`src/rtl/d8umq_pkg.sv`:
```
// ----------------------------------------------------------------------------
// d8umq_pkg: shared types and constants for the D8 upstream mask query
// Widths of the item fields, controller states, command and status bundles,
// and the D8 direction decoder.
// ----------------------------------------------------------------------------
package d8umq_pkg;

  localparam int DEF_MAX_ROWS = 64;
  localparam int DEF_MAX_COLS = 64;

  localparam int SIZE_W  = 7;   // grid size registers
  localparam int IDX_W   = 6;   // row / col fields of an item and the outlet
  localparam int POS_W   = 7;   // walk position, reaches up to 127
  localparam int CODE_W  = 8;
  localparam int ENTRY_W = CODE_W + 1;
  localparam int LIMIT_W = 2 * SIZE_W;
  localparam int STEP_W  = LIMIT_W + 1;
  localparam int PADDR_W = 4;
  localparam int PDATA_W = 32;

  typedef enum logic [1:0] {
    REG_GRID_ROWS  = 2'd0,
    REG_GRID_COLS  = 2'd1,
    REG_OUTLET_ROW = 2'd2,
    REG_OUTLET_COL = 2'd3
  } reg_idx_t;

  typedef enum logic [0:0] {
    KIND_WRITE = 1'b0,
    KIND_QUERY = 1'b1
  } kind_t;

  typedef enum logic [2:0] {
    ST_IDLE,
    ST_WRITE,
    ST_CHECK,
    ST_FETCH,
    ST_EVAL,
    ST_DONE
  } state_t;

  typedef struct packed {
    logic [SIZE_W-1:0] rows;
    logic [SIZE_W-1:0] cols;
    logic [IDX_W-1:0]  outlet_row;
    logic [IDX_W-1:0]  outlet_col;
  } cfg_t;

  typedef struct packed {
    logic load_item;
    logic write;
    logic check;
    logic step;
    logic load_out;
  } cmd_t;

  typedef struct packed {
    logic in_query;
    logic finish;
    logic out_busy;
  } status_t;

  typedef struct packed {
    logic in_mask;
    logic cell_no_data;
    logic bad_direction;
    logic loop_found;
  } res_t;

  typedef struct packed {
    logic ok;
    logic r_inc;
    logic r_dec;
    logic c_inc;
    logic c_dec;
  } move_t;

  localparam logic [CODE_W-1:0] DIR_E  = 8'd1;
  localparam logic [CODE_W-1:0] DIR_SE = 8'd2;
  localparam logic [CODE_W-1:0] DIR_S  = 8'd4;
  localparam logic [CODE_W-1:0] DIR_SW = 8'd8;
  localparam logic [CODE_W-1:0] DIR_W  = 8'd16;
  localparam logic [CODE_W-1:0] DIR_NW = 8'd32;
  localparam logic [CODE_W-1:0] DIR_N  = 8'd64;
  localparam logic [CODE_W-1:0] DIR_NE = 8'd128;

  function automatic move_t decode_dir(input logic [CODE_W-1:0] code);
    move_t m;
    m = '0;
    unique case (code)
      DIR_E:   m = '{ok: 1'b1, r_inc: 1'b0, r_dec: 1'b0, c_inc: 1'b1, c_dec: 1'b0};
      DIR_SE:  m = '{ok: 1'b1, r_inc: 1'b1, r_dec: 1'b0, c_inc: 1'b1, c_dec: 1'b0};
      DIR_S:   m = '{ok: 1'b1, r_inc: 1'b1, r_dec: 1'b0, c_inc: 1'b0, c_dec: 1'b0};
      DIR_SW:  m = '{ok: 1'b1, r_inc: 1'b1, r_dec: 1'b0, c_inc: 1'b0, c_dec: 1'b1};
      DIR_W:   m = '{ok: 1'b1, r_inc: 1'b0, r_dec: 1'b0, c_inc: 1'b0, c_dec: 1'b1};
      DIR_NW:  m = '{ok: 1'b1, r_inc: 1'b0, r_dec: 1'b1, c_inc: 1'b0, c_dec: 1'b1};
      DIR_N:   m = '{ok: 1'b1, r_inc: 1'b0, r_dec: 1'b1, c_inc: 1'b0, c_dec: 1'b0};
      DIR_NE:  m = '{ok: 1'b1, r_inc: 1'b0, r_dec: 1'b1, c_inc: 1'b1, c_dec: 1'b0};
      default: m = '0;
    endcase
    return m;
  endfunction

endpackage

```
`src/rtl/d8umq_ctrl.sv`:
```
// ----------------------------------------------------------------------------
// d8umq_ctrl: sequencer for writes and flow-path walks
// Steps the datapath through one item at a time and hands off the result.
// ----------------------------------------------------------------------------
module d8umq_ctrl (
  input  logic                clk,
  input  logic                rst,
  input  logic                in_valid,
  output logic                in_ready,
  input  d8umq_pkg::status_t  st,
  output d8umq_pkg::cmd_t     cmd
);

  d8umq_pkg::state_t state, state_next;

  always_ff @(posedge clk) begin
    if (rst) begin
      state <= d8umq_pkg::ST_IDLE;
    end else begin
      state <= state_next;
    end
  end

  always_comb begin
    state_next = state;
    unique case (state)
      d8umq_pkg::ST_IDLE: begin
        if (in_valid) begin
          state_next = st.in_query ? d8umq_pkg::ST_CHECK : d8umq_pkg::ST_WRITE;
        end
      end
      d8umq_pkg::ST_WRITE: state_next = d8umq_pkg::ST_DONE;
      d8umq_pkg::ST_CHECK: begin
        state_next = st.finish ? d8umq_pkg::ST_DONE : d8umq_pkg::ST_EVAL;
      end
      d8umq_pkg::ST_FETCH: state_next = d8umq_pkg::ST_EVAL;
      d8umq_pkg::ST_EVAL: begin
        state_next = st.finish ? d8umq_pkg::ST_DONE : d8umq_pkg::ST_FETCH;
      end
      d8umq_pkg::ST_DONE: begin
        if (!st.out_busy) begin
          state_next = d8umq_pkg::ST_IDLE;
        end
      end
      default: state_next = d8umq_pkg::ST_IDLE;
    endcase
  end

  always_comb begin
    in_ready     = (state == d8umq_pkg::ST_IDLE);
    cmd          = '0;
    cmd.load_item = (state == d8umq_pkg::ST_IDLE) && in_valid;
    cmd.write    = (state == d8umq_pkg::ST_WRITE);
    cmd.check    = (state == d8umq_pkg::ST_CHECK);
    cmd.step     = (state == d8umq_pkg::ST_EVAL);
    cmd.load_out = (state == d8umq_pkg::ST_DONE) && !st.out_busy;
  end

endmodule

```
`config.mk`:
```
export PLATFORM = sky130hd
export DESIGN_NAME = d8umq_ctrl
export DESIGN_NICKNAME = d
export VERILOG_FILES = /design/src/rtl/d8umq_pkg.sv /design/src/rtl/d8umq_ctrl.sv
export SDC_FILE = /design/constraint.sdc
export NUM_CORES = 1
export LEC_CHECK = 0
export BUFFER_PORTS_ARGS = -buffer_cell sky130_fd_sc_hd__buf_2
export CORE_AREA = 2 2 39 41
export DETAILED_ROUTE_END_ITERATION = 6
export DIE_AREA = 0 0 41 43
export PLACE_DENSITY = 0.35
export SYNTH_ARGS = -nofsm -noshare
export SYNTH_HDL_FRONTEND = slang
export SYNTH_SLANG_ARGS = --single-unit
```
`constraint.sdc`:
```
create_clock -name clk -period 1.1 [get_ports clk]
set_input_delay 0.165 -clock clk [delete_from_list [all_inputs] [get_ports clk]]
set_output_delay 0.165 -clock clk [all_outputs]
set_load 0.02 [all_outputs]
```
==> qor.log, run 1 <==
qor: synthesis.fraction_of_registers_with_async_set_reset 0%
qor: synthesis.syn_nets 36
qor: clock_tree.ctsRootBufferMaster clkbuf_4
qor: synthesis.netlist.top_cell.by_area dfxtp_1
qor: run_status.violations negative setup slack
qor: synthesis.warning_count_from_the_yosys_run 0
qor: sta.hold_slack 167 ps
qor: synthesis.synth_flop_cell dfxtp_1
qor: final_layout.post_layout_nonfiller_instances 66
qor: final_layout.regMostFlops state
qor: placed_design.place.port_buffers 11
qor: sta.setup_total_negative_slack -486 ps
qor: critical_path.worst_ep_arrival_time 1050 ps
qor: route.post_drt_via_cell_ratio 4.48
qor: clock_tree.cts_htree_levels 1
qor: grt.antenna_violations_before_repair 0
qor: synthesis.yosys_register_bits 3
qor: clock_tree.clock_tree_from_tritoncts built
qor: final_layout.top_regs state: 3 flops
qor: critical_path.cp_cell_sequence nor3_4, and2_4, buf_6
qor: critical_path.cp_max_fo 8
qor: synthesis.synthesis.area 225 um^2
qor: route.detail-route-antenna-nets 0
qor: placed_design.total_placed_cells_including_tap_cells 59
qor: clock_tree.cts_hold_buffers 0
qor: sta.relative_slew_slack 85.2%
qor: floorplan.row_count 14
qor: sta.finalMaxSlewViolations 0
qor: synthesis.synth-seq-area-share 26.7%
qor: final_layout.most_common_library_cell_in_the_layout_ignoring_fill_and_taps buf_4
qor: final_layout.layout.core_utilization 31.6%
qor: floorplan.initial_core_util 16.3%
qor: clock_tree.worst_skew_pair.late_latency 230 ps
qor: critical_path.timing_worst_setup_path_type reg -> out
qor: sta.max_freq 825 MHz
qor: route.drt-pass1-iter-count 3
qor: final_layout.layout.cells.most_common_list buf_4, buf_2
qor: route.wl_per_cell 11.1 um
qor: clock_tree.clk_path_buf_depth 2
qor: final_layout.fraction_of_layout_instances_using_a_drive_strength_above_1 68.0%
qor: synthesis.synth_enable_flop_cells 0
qor: placed_design.place_area 330 um^2
qor: power_and_ir_drop.irDropWorstVdd 0.888 mV
qor: floorplan.fp.coreArea 0.00138 mm^2
qor: critical_path.worstSetupStartpointType flop
qor: grt.pin_count_of_the_biggest_net_entering_global_routing 9
qor: synthesis.yosys.cell_types.count 18
qor: sta.setup_repair_after_global_routing_missed_its_margin true
qor: final_layout.growth_of_design_area_from_synthesis_to_finish 94.4%
qor: clock_tree.numCtsBuffers 3
qor: synthesis.yosys.area.top_type_share 26.7%
qor: floorplan.floorplan.die.width 41 um
qor: critical_path.endpoint_kind primary output
qor: synthesis.synth.avg_cell_area 7.51 um^2
qor: route.drc_errors 0
qor: synthesis.synth.top_cells.by_area dfxtp_1, a21oi_1, o21ai_0
qor: sta.layout_setup_ws -113 ps
qor: power_and_ir_drop.leakagePower 0.185 nW
qor: hold_path.hold_path_class in -> reg
qor: grt.grt_remaining_overflow 0
qor: floorplan.die-height 43 um
qor: final_layout.flip_flop_count_of_the_largest_register_all_copies_and_words_added 3
qor: clock_tree.cts.sink_count 3
qor: final_layout.finalNetCount 57
qor: sta.timing.final.crit_share 110%
qor: critical_path.timing.critical_path.slowest_cell_delay 370 ps
qor: final_layout.diodes 0
qor: sta.hold_viol_final 0
qor: critical_path.cell_at_the_slowest_stage_of_the_critical_path dfxtp_4
qor: route.detail_route.iter0.violations 4
qor: final_layout.final_area 438 um^2
qor: route.detailroute.via_count 296
qor: route.wire_length_reported_by_the_detailed_router 734 um
qor: floorplan.fp.dieArea 0.00176 mm^2
qor: sta.clock-skew-final 3.90 ps
qor: run_status.outcome complete, but fails checks
qor: power_and_ir_drop.power_density 2750 mW/mm^2
qor: grt.grt_pass1_vias 273
qor: critical_path.worst_ep_required_time 940 ps
qor: flow_run.maxCapViolCount 0
qor: grt.grt_util_all_layers 10.8%
qor: floorplan.io_pins 12
qor: placed_design.dp_hpwl 500 um
qor: clock_tree.clock_pin_slew_reported_for_the_worst_setup_and_hold_paths_after_clock_tree_synthesis 40 ps
qor: sta.finalCriticalPeriod 1210 ps
qor: synthesis.postSynthCellCount 30
qor: sta.setup_viol_count_final 9
qor: grt.grt_pass1_wl 1180 um
qor: placed_design.gp_congestion 0.673
qor: sta.worst-slew-pin-transition 221 ps
-- per-layer routing --
layer	up-vias	global-route usage (%)	wire [um]
met5	-	0	0
met2	10	15.3	393
met1	138	11.3	282
met4	0	12.0	16
met3	2	3.14	41
li1	146	-	-
-- where the power goes --
| part | switching [mW] | internal (mW) | total, mW | leakage, nW |
|---|---|---|---|---|
| combinational | 0.363 | 0.400 | 0.763 | 0.143 |
| sequential | 0.0783 | 0.171 | 0.249 | 0.0264 |
| clock | 0.0575 | 0.136 | 0.193 | 0.0150 |
-- per-stage QoR --
| step | setup WS (ps) | power (mW) |
|---|---|---|
| 4_1_cts | -128 | 1.17 |
| 3_3_place_gp | -10.1 | 0.784 |
| 6_report | -113 | 1.21 |
| 5_1_grt | -186 | 1.30 |
| 3_5_place_dp | -17.8 | 0.793 |
| 2_1_floorplan | -49.0 | 0.622 |
-- synthesized netlist by cell type (2+ instances only) --
| library cell | number |
|---|---|
| a21oi_1 | 3 |
| nor3_1 | 2 |
| and2_1 | 2 |
| nand2_1 | 2 |
| o21ai_0 | 3 |
| nor2_1 | 4 |
| dfxtp_1 | 3 |
-- path summary, 6_finish.rpt --
path,from,end,slack [ps],depth (start not counted)
worst max-delay path,state[2],cmd[4],-110,3
worst min-delay path,rst,state[1],170,2
worst min register to register,state[1],state[0],610,3
worst max register to register,state[0],state[1],-50,5
-- cells by family (layout without fill, tap and decap cells) --
kind of cell | after synthesis | count (layout) | synth area share (%)
AOI/OAI and AO/OA | 9 | 9 | 26.1
buffers and inverters | 3 | 23 | 8.88
DFF | 3 | 3 | 26.7
and+or+nand+nor | 15 | 15 | 38.3
-- critical path, delay by kind of cell (launching register included) --
kind	cells	cell delay, ps
AND/OR/NAND/NOR	2	340
flip-flops	1	370
buffers and inverters	1	100
-- final cells by class --
cell class	count	area, um^2
fill	166	946
inverter	1	6.26
timing repair buffer	18	131
sequential	3	68.8
multi-input combinational	24	185
tap	16	20.0
clock buffer	4	26.3
-- what timing repair did --
action	in CTS	in global routing
buffers inserted	3	0
endpoints found under the setup margin	8	9
pin swaps	2	2
resized for setup	17	3
hold endpoints to repair	0	0
No activity file was read; power rests on OpenSTA's default activity.
==> run 2, diff against run 1 <==
GPL_TIMING_DRIVEN = 0   (was not set)
SLEW_MARGIN = 15   (was not set)
==> qor.log, run 2 (synthesized netlist as in run 1, its figures left out) <==
qor: route.drt-pass1-iter-count 3 [unchanged]
qor: grt.grt_remaining_overflow 0 [unchanged]
qor: route.detail_route.iter0.violations 1 [was 4]
qor: route.post_drt_via_cell_ratio 4.21 [was 4.48]
qor: critical_path.worstSetupStartpointType flop [unchanged]
qor: clock_tree.cts_hold_buffers 0 [unchanged]
qor: clock_tree.cts.sink_count 3 [unchanged]
qor: final_layout.layout.cells.most_common_list buf_6, buf_4, buf_2 [was buf_4, buf_2]
qor: route.detailroute.via_count 286 [was 296]
qor: power_and_ir_drop.irDropWorstVdd 0.706 mV [was 0.888 mV]
qor: sta.worst-slew-pin-transition 239 ps [was 221 ps]
qor: sta.setup_viol_count_final 9 [unchanged]
qor: sta.setup_repair_after_global_routing_missed_its_margin true [unchanged]
qor: grt.pin_count_of_the_biggest_net_entering_global_routing 8 [was 9]
qor: grt.grt_pass1_vias 262 [was 273]
qor: critical_path.timing_worst_setup_path_type reg -> out [unchanged]
qor: final_layout.flip_flop_count_of_the_largest_register_all_copies_and_words_added 3 [unchanged]
qor: grt.grt_pass1_wl 1160 um [was 1180 um]
qor: floorplan.initial_core_util 16.3% [unchanged]
qor: clock_tree.ctsRootBufferMaster clkbuf_4 [unchanged]
qor: sta.finalCriticalPeriod 1250 ps [was 1210 ps]
qor: floorplan.row_count 14 [unchanged]
qor: route.wl_per_cell 9.62 um [was 11.1 um]
qor: sta.setup_total_negative_slack -579 ps [was -486 ps]
qor: critical_path.worst-path-buf-inv 2 [was 1]
qor: final_layout.top_regs state: 3 flops [unchanged]
qor: clock_tree.numCtsBuffers 3 [unchanged]
qor: final_layout.post_layout_nonfiller_instances 68 [was 66]
qor: floorplan.fp.dieArea 0.00176 mm^2 [unchanged]
qor: placed_design.total_placed_cells_including_tap_cells 57 [was 59]
qor: floorplan.fp.coreArea 0.00138 mm^2 [unchanged]
qor: power_and_ir_drop.power_density 2790 mW/mm^2 [was 2750 mW/mm^2]
qor: sta.hold_viol_final 0 [unchanged]
qor: placed_design.gp_congestion 0.714 [was 0.673]
qor: final_layout.fillers 155 [was 166]
qor: critical_path.cp_top_family simple AND/OR/NAND/NOR gates [was flip-flops]
qor: clock_tree.clock_tree_from_tritoncts built [unchanged]
qor: final_layout.diodes 0 [unchanged]
qor: sta.finalMaxSlewViolations 0 [unchanged]
qor: floorplan.io_pins 12 [unchanged]
qor: critical_path.cp_cell_sequence buf_6, nor3_4, and2_4, buf_6 [was nor3_4, and2_4, buf_6]
qor: critical_path.timing.critical_path.slowest_cell_delay 290 ps [was 370 ps]
qor: sta.timing.final.crit_share 113% [was 110%]
qor: critical_path.worst_ep_required_time 940 ps [about the same]
qor: critical_path.cp_max_fo 6 [was 8]
qor: hold_path.hold_path_class in -> reg [unchanged]
qor: sta.clock-skew-final 4.08 ps [was 3.90 ps]
qor: floorplan.die-height 43 um [unchanged]
qor: grt.grt_util_all_layers 10.4% [was 10.8%]
qor: power_and_ir_drop.leakagePower 0.198 nW [was 0.185 nW]
qor: critical_path.critical-path-top-cell-by-count buf_6
qor: run_status.violations negative setup slack [unchanged]
qor: route.drc_errors 0 [unchanged]
qor: sta.relative_slew_slack 84.0% [was 85.2%]
qor: sta.layout_setup_ws -147 ps [was -113 ps]
qor: grt.antenna_violations_before_repair 0 [unchanged]
qor: clock_tree.worst_skew_pair.late_latency 230 ps [about the same]
qor: route.detail-route-antenna-nets 0 [unchanged]
qor: critical_path.endpoint_kind primary output [unchanged]
qor: placed_design.place.port_buffers 11 [unchanged]
qor: final_layout.regMostFlops state [unchanged]
qor: floorplan.floorplan.die.width 41 um [unchanged]
qor: critical_path.worst_ep_arrival_time 1080 ps [was 1050 ps]
qor: final_layout.growth_of_design_area_from_synthesis_to_finish 101% [was 94.4%]
qor: clock_tree.clk_path_buf_depth 2 [unchanged]
qor: route.wire_length_reported_by_the_detailed_router 654 um [was 734 um]
qor: final_layout.finalNetCount 59 [was 57]
qor: run_status.outcome complete, but fails checks [unchanged]
qor: critical_path.cell_at_the_slowest_stage_of_the_critical_path dfxtp_1 [was dfxtp_4]
qor: sta.max_freq 802 MHz [was 825 MHz]
qor: clock_tree.cts_htree_levels 1 [unchanged]
qor: clock_tree.clock_pin_slew_reported_for_the_worst_setup_and_hold_paths_after_clock_tree_synthesis 40 ps [about the same]
qor: flow_run.maxCapViolCount 0 [unchanged]
qor: final_layout.fraction_of_layout_instances_using_a_drive_strength_above_1 67.3% [was 68.0%]
run 2: cell types whose count changed in the layout (fill, tap and decap cells not counted), sizes merged:
cell / change
buf: +2
run 2: worst reg2reg max path, cell delays in order (launching register included):
cell,delay (ps)
dfxtp_1,310
buf_6,120
buf_4,110
buf_6,90
and4bb_2,210
a31oi_1,150
a21oi_1,80
run 2: repair_timing:
item | in CTS | in global routing
setup endpoints to repair | 8 | 9
pin swaps | 7 | 6
resized for setup | 17 | 5
setup buffers | 5 | 2
run 2: routing by layer:
layer	GRT usage [%]	vias to the layer above	wire length [um]
met5	0	-	0
met4	10.0	0	8
met3	5.24	2	29
met2	14.1	8	343
met1	10.9	128	273
li1	-	148	-
run 2: where the power goes:
group | internal [mW] | total, mW | switching (mW)
combinational | 0.473 | 0.875 | 0.402
sequential | 0.159 | 0.195 | 0.0360
clock | 0.136 | 0.188 | 0.0526
total | 0.768 | 1.26 | 0.491
run 2: final timing paths:
check            from        to  slack [ps]  depth (start not counted)
min               rst  state[1]         140                          2
min reg2reg  state[1]  state[1]         590                          2
max reg2reg  state[2]  state[0]         -90                          6
max          state[2]    cmd[4]        -150                          4
run 2: cell type report:
class                   instances  area, um^2  area share (%)
multi-input cells              24         175            38.8
well taps                      16        20.0            4.43
clock buffers                   4        26.3            5.82
flip-flops and latches          3        65.1            14.4
repair buffers                 18         139            30.7
inverters                       1        3.75           0.831
plain buffers                   2        22.5            4.99
run 2: through the flow:
stage                     hold WS (ps)  instance area [um^2]  setup slack, ps  util [%]  power [mW]
final                              144                   452             -147      32.6        1.26
after global routing               137                   452             -195      32.6        1.35
after CTS                          132                   422             -162      30.5        1.20
after detailed placement           394                   317            -64.1      22.9       0.771
after global placement             390                   317            -41.7      22.9       0.764
after floorplan                    234                   241            -49.0         -       0.622
==> run 3, diff against run 2 <==
CTS_BUF_LIST = sky130_fd_sc_hd__clkbuf_8   (was not set)
==> qor.log, run 3 (synthesized netlist as in run 1, its figures left out) <==
qor: flow_run.maxCapViolCount 0 [unchanged]
qor: power_and_ir_drop.power_density 2950 mW/mm^2 [was 2790 mW/mm^2]
qor: sta.clock-skew-final 3.69 ps [was 4.08 ps]
qor: sta.hold_viol_final 0 [unchanged]
qor: sta.setup_repair_after_global_routing_missed_its_margin true [unchanged]
qor: clock_tree.cts_hold_buffers 0 [unchanged]
qor: sta.timing.final.crit_share 110% [was 113%]
qor: sta.finalMaxSlewViolations 0 [unchanged]
qor: route.drc_errors 0 [unchanged]
qor: placed_design.gp_congestion 0.714 [unchanged]
qor: clock_tree.numCtsBuffers 3 [unchanged]
qor: floorplan.fp.dieArea 0.00176 mm^2 [unchanged]
qor: grt.grt_util_all_layers 10.1% [was 10.4%]
qor: sta.worst-slew-pin-transition 238 ps [was 239 ps]
qor: hold_path.hold_path_class in -> reg [unchanged]
qor: clock_tree.clock_pin_slew_reported_for_the_worst_setup_and_hold_paths_after_clock_tree_synthesis 30 ps [was 40 ps]
qor: grt.grt_remaining_overflow 0 [unchanged]
qor: hold_path.holdCritStartpoint rst [unchanged]
qor: final_layout.regMostFlops state [unchanged]
qor: grt.pin_count_of_the_biggest_net_entering_global_routing 8 [unchanged]
qor: final_layout.finalNetCount 56 [was 59]
qor: route.detailroute.via_count 280 [was 286]
qor: floorplan.floorplan.die.width 41 um [unchanged]
qor: clock_tree.clock_tree_from_tritoncts built [unchanged]
qor: route.detail-route-antenna-nets 0 [unchanged]
qor: power_and_ir_drop.irDropWorstVdd 0.837 mV [was 0.706 mV]
qor: sta.relative_slew_slack 84.1% [was 84.0%]
qor: sta.layout_setup_ws -109 ps [was -147 ps]
qor: critical_path.worst_ep_arrival_time 1040 ps [was 1080 ps]
qor: route.drt-pass1-iter-count 2 [was 3]
qor: route.wire_length_reported_by_the_detailed_router 685 um [was 654 um]
qor: route.wl_per_cell 10.5 um [was 9.62 um]
qor: final_layout.top_regs state: 3 flops [unchanged]
qor: power_and_ir_drop.post-layout-total-power 1.32 mW [was 1.26 mW]
qor: grt.antenna_violations_before_repair 0 [unchanged]
qor: grt.grt_pass1_wl 1120 um [was 1160 um]
qor: critical_path.worstSetupStartpointType flop [unchanged]
qor: clock_tree.cts_htree_levels 1 [unchanged]
qor: critical_path.timing_worst_setup_path_type reg -> out [unchanged]
qor: floorplan.initial_core_util 16.3% [unchanged]
qor: clock_tree.cts.sink_count 3 [unchanged]
qor: run_status.violations negative setup slack [unchanged]
qor: critical_path.worstSetupStartpoint state[0] [was state[2]]
qor: clock_tree.worst_skew_pair.late_latency 220 ps [was 230 ps]
qor: final_layout.most_common_library_cell_in_the_layout_ignoring_fill_and_taps buf_4
qor: final_layout.diodes 0 [unchanged]
qor: sta.finalCriticalPeriod 1210 ps [was 1250 ps]
qor: final_layout.fraction_of_layout_instances_using_a_drive_strength_above_1 69.4% [was 67.3%]
qor: floorplan.row_count 14 [unchanged]
qor: floorplan.die-height 43 um [unchanged]
qor: critical_path.endpoint_kind primary output [unchanged]
qor: grt.grt_pass1_vias 253 [was 262]
qor: run_status.outcome complete, but fails checks [unchanged]
qor: critical_path.worst_ep_required_time 940 ps [about the same]
qor: floorplan.io_pins 12 [unchanged]
qor: route.detail_route.iter0.violations 1 [unchanged]
qor: power_and_ir_drop.leakagePower 0.194 nW [was 0.198 nW]
qor: critical_path.critical_path.reg2reg.startpoint state[0] [was state[2]]
qor: final_layout.fillers 149 [was 155]
qor: final_layout.growth_of_design_area_from_synthesis_to_finish 99.4% [was 101%]
qor: clock_tree.ctsRootBufferMaster clkbuf_8 [was clkbuf_4]
qor: sta.max_freq 827 MHz [was 802 MHz]
qor: critical_path.cp_max_fo 7 [was 6]
qor: floorplan.fp.coreArea 0.00138 mm^2 [unchanged]
qor: placed_design.place.port_buffers 11 [unchanged]
qor: final_layout.layout.core_utilization 32.5% [was 32.6%]
qor: final_layout.flip_flop_count_of_the_largest_register_all_copies_and_words_added 3 [unchanged]
qor: route.post_drt_via_cell_ratio 4.31 [was 4.21]
qor: sta.setup_viol_count_final 7 [was 9]
qor: final_layout.layout.cells.most_common_list buf_4, buf_2, buf_6 [was buf_6, buf_4, buf_2]
qor: clock_tree.clk_path_buf_depth 2 [unchanged]
-- run 3: cell count changes in the layout (fill, tap and decap cells not counted), sizes merged --
cell    delta
buf        -3
clkbuf     -1
inv        +1
-- run 3: repair_timing --
action	4_1_cts	5_1_grt
pin swaps	4	3
resized for setup	16	7
buffers inserted	4	1
setup endpoints to repair	8	9
-- run 3: worst max-delay path, stage by stage (launching register included) --
cell,delay [ps]
dfxtp_2,320
buf_6,130
nor3_4,110
and2_4,160
buf_6,100
-- run 3: power by group --
part / switching (mW) / total [mW] / internal [mW]
clock: 0.0752 / 0.313 / 0.238
combinational: 0.343 / 0.747 / 0.404
sequential: 0.0925 / 0.264 / 0.171
-- run 3: routing by layer --
metal / up-vias / wire length [um] / part of all wire, % / track usage [%]
met5: - / 0 / 0 / 0
met4: 0 / 7 / 1.0 / 12.0
met3: 2 / 30 / 4.4 / 3.66
met2: 8 / 372 / 54 / 12.8
met1: 127 / 274 / 40 / 11.3
li1: 143 / - / - / -
-- run 3: final timing paths --
check	endpoint	slack, ps	depth (start not counted)
max	cmd[4]	-110	4
min	state[1]	160	2
min reg2reg	state[0]	620	3
max reg2reg	state[1]	-20	5
-- run 3: stage by stage --
stage	setup slack [ps]	TNS, ps	instances	hold WS (ps)	area (um^2)
after CTS	-147	-438	65	149	433
final	-109	-231	65	158	449
after global routing	-141	-590	65	160	449
after floorplan	-49.0	-49.0	30	234	241
after detailed placement	-64.1	-118	57	394	317
after global placement	-41.7	-78.6	57	390	317
-- run 3: layout make-up --
cell class                      instances  area, um^2  share of cell area (%)
Tap cell                               16        20.0                    4.46
Clock inverter                          1        3.75                   0.836
Timing Repair Buffer                   16         116                    25.9
Sequential cell                         3        68.8                    15.3
Inverter                                1        6.26                    1.39
Clock buffer                            3        41.3                    9.19
Buffer                                  1        11.3                    2.51
Multi-Input combinational cell         24         181                    40.4
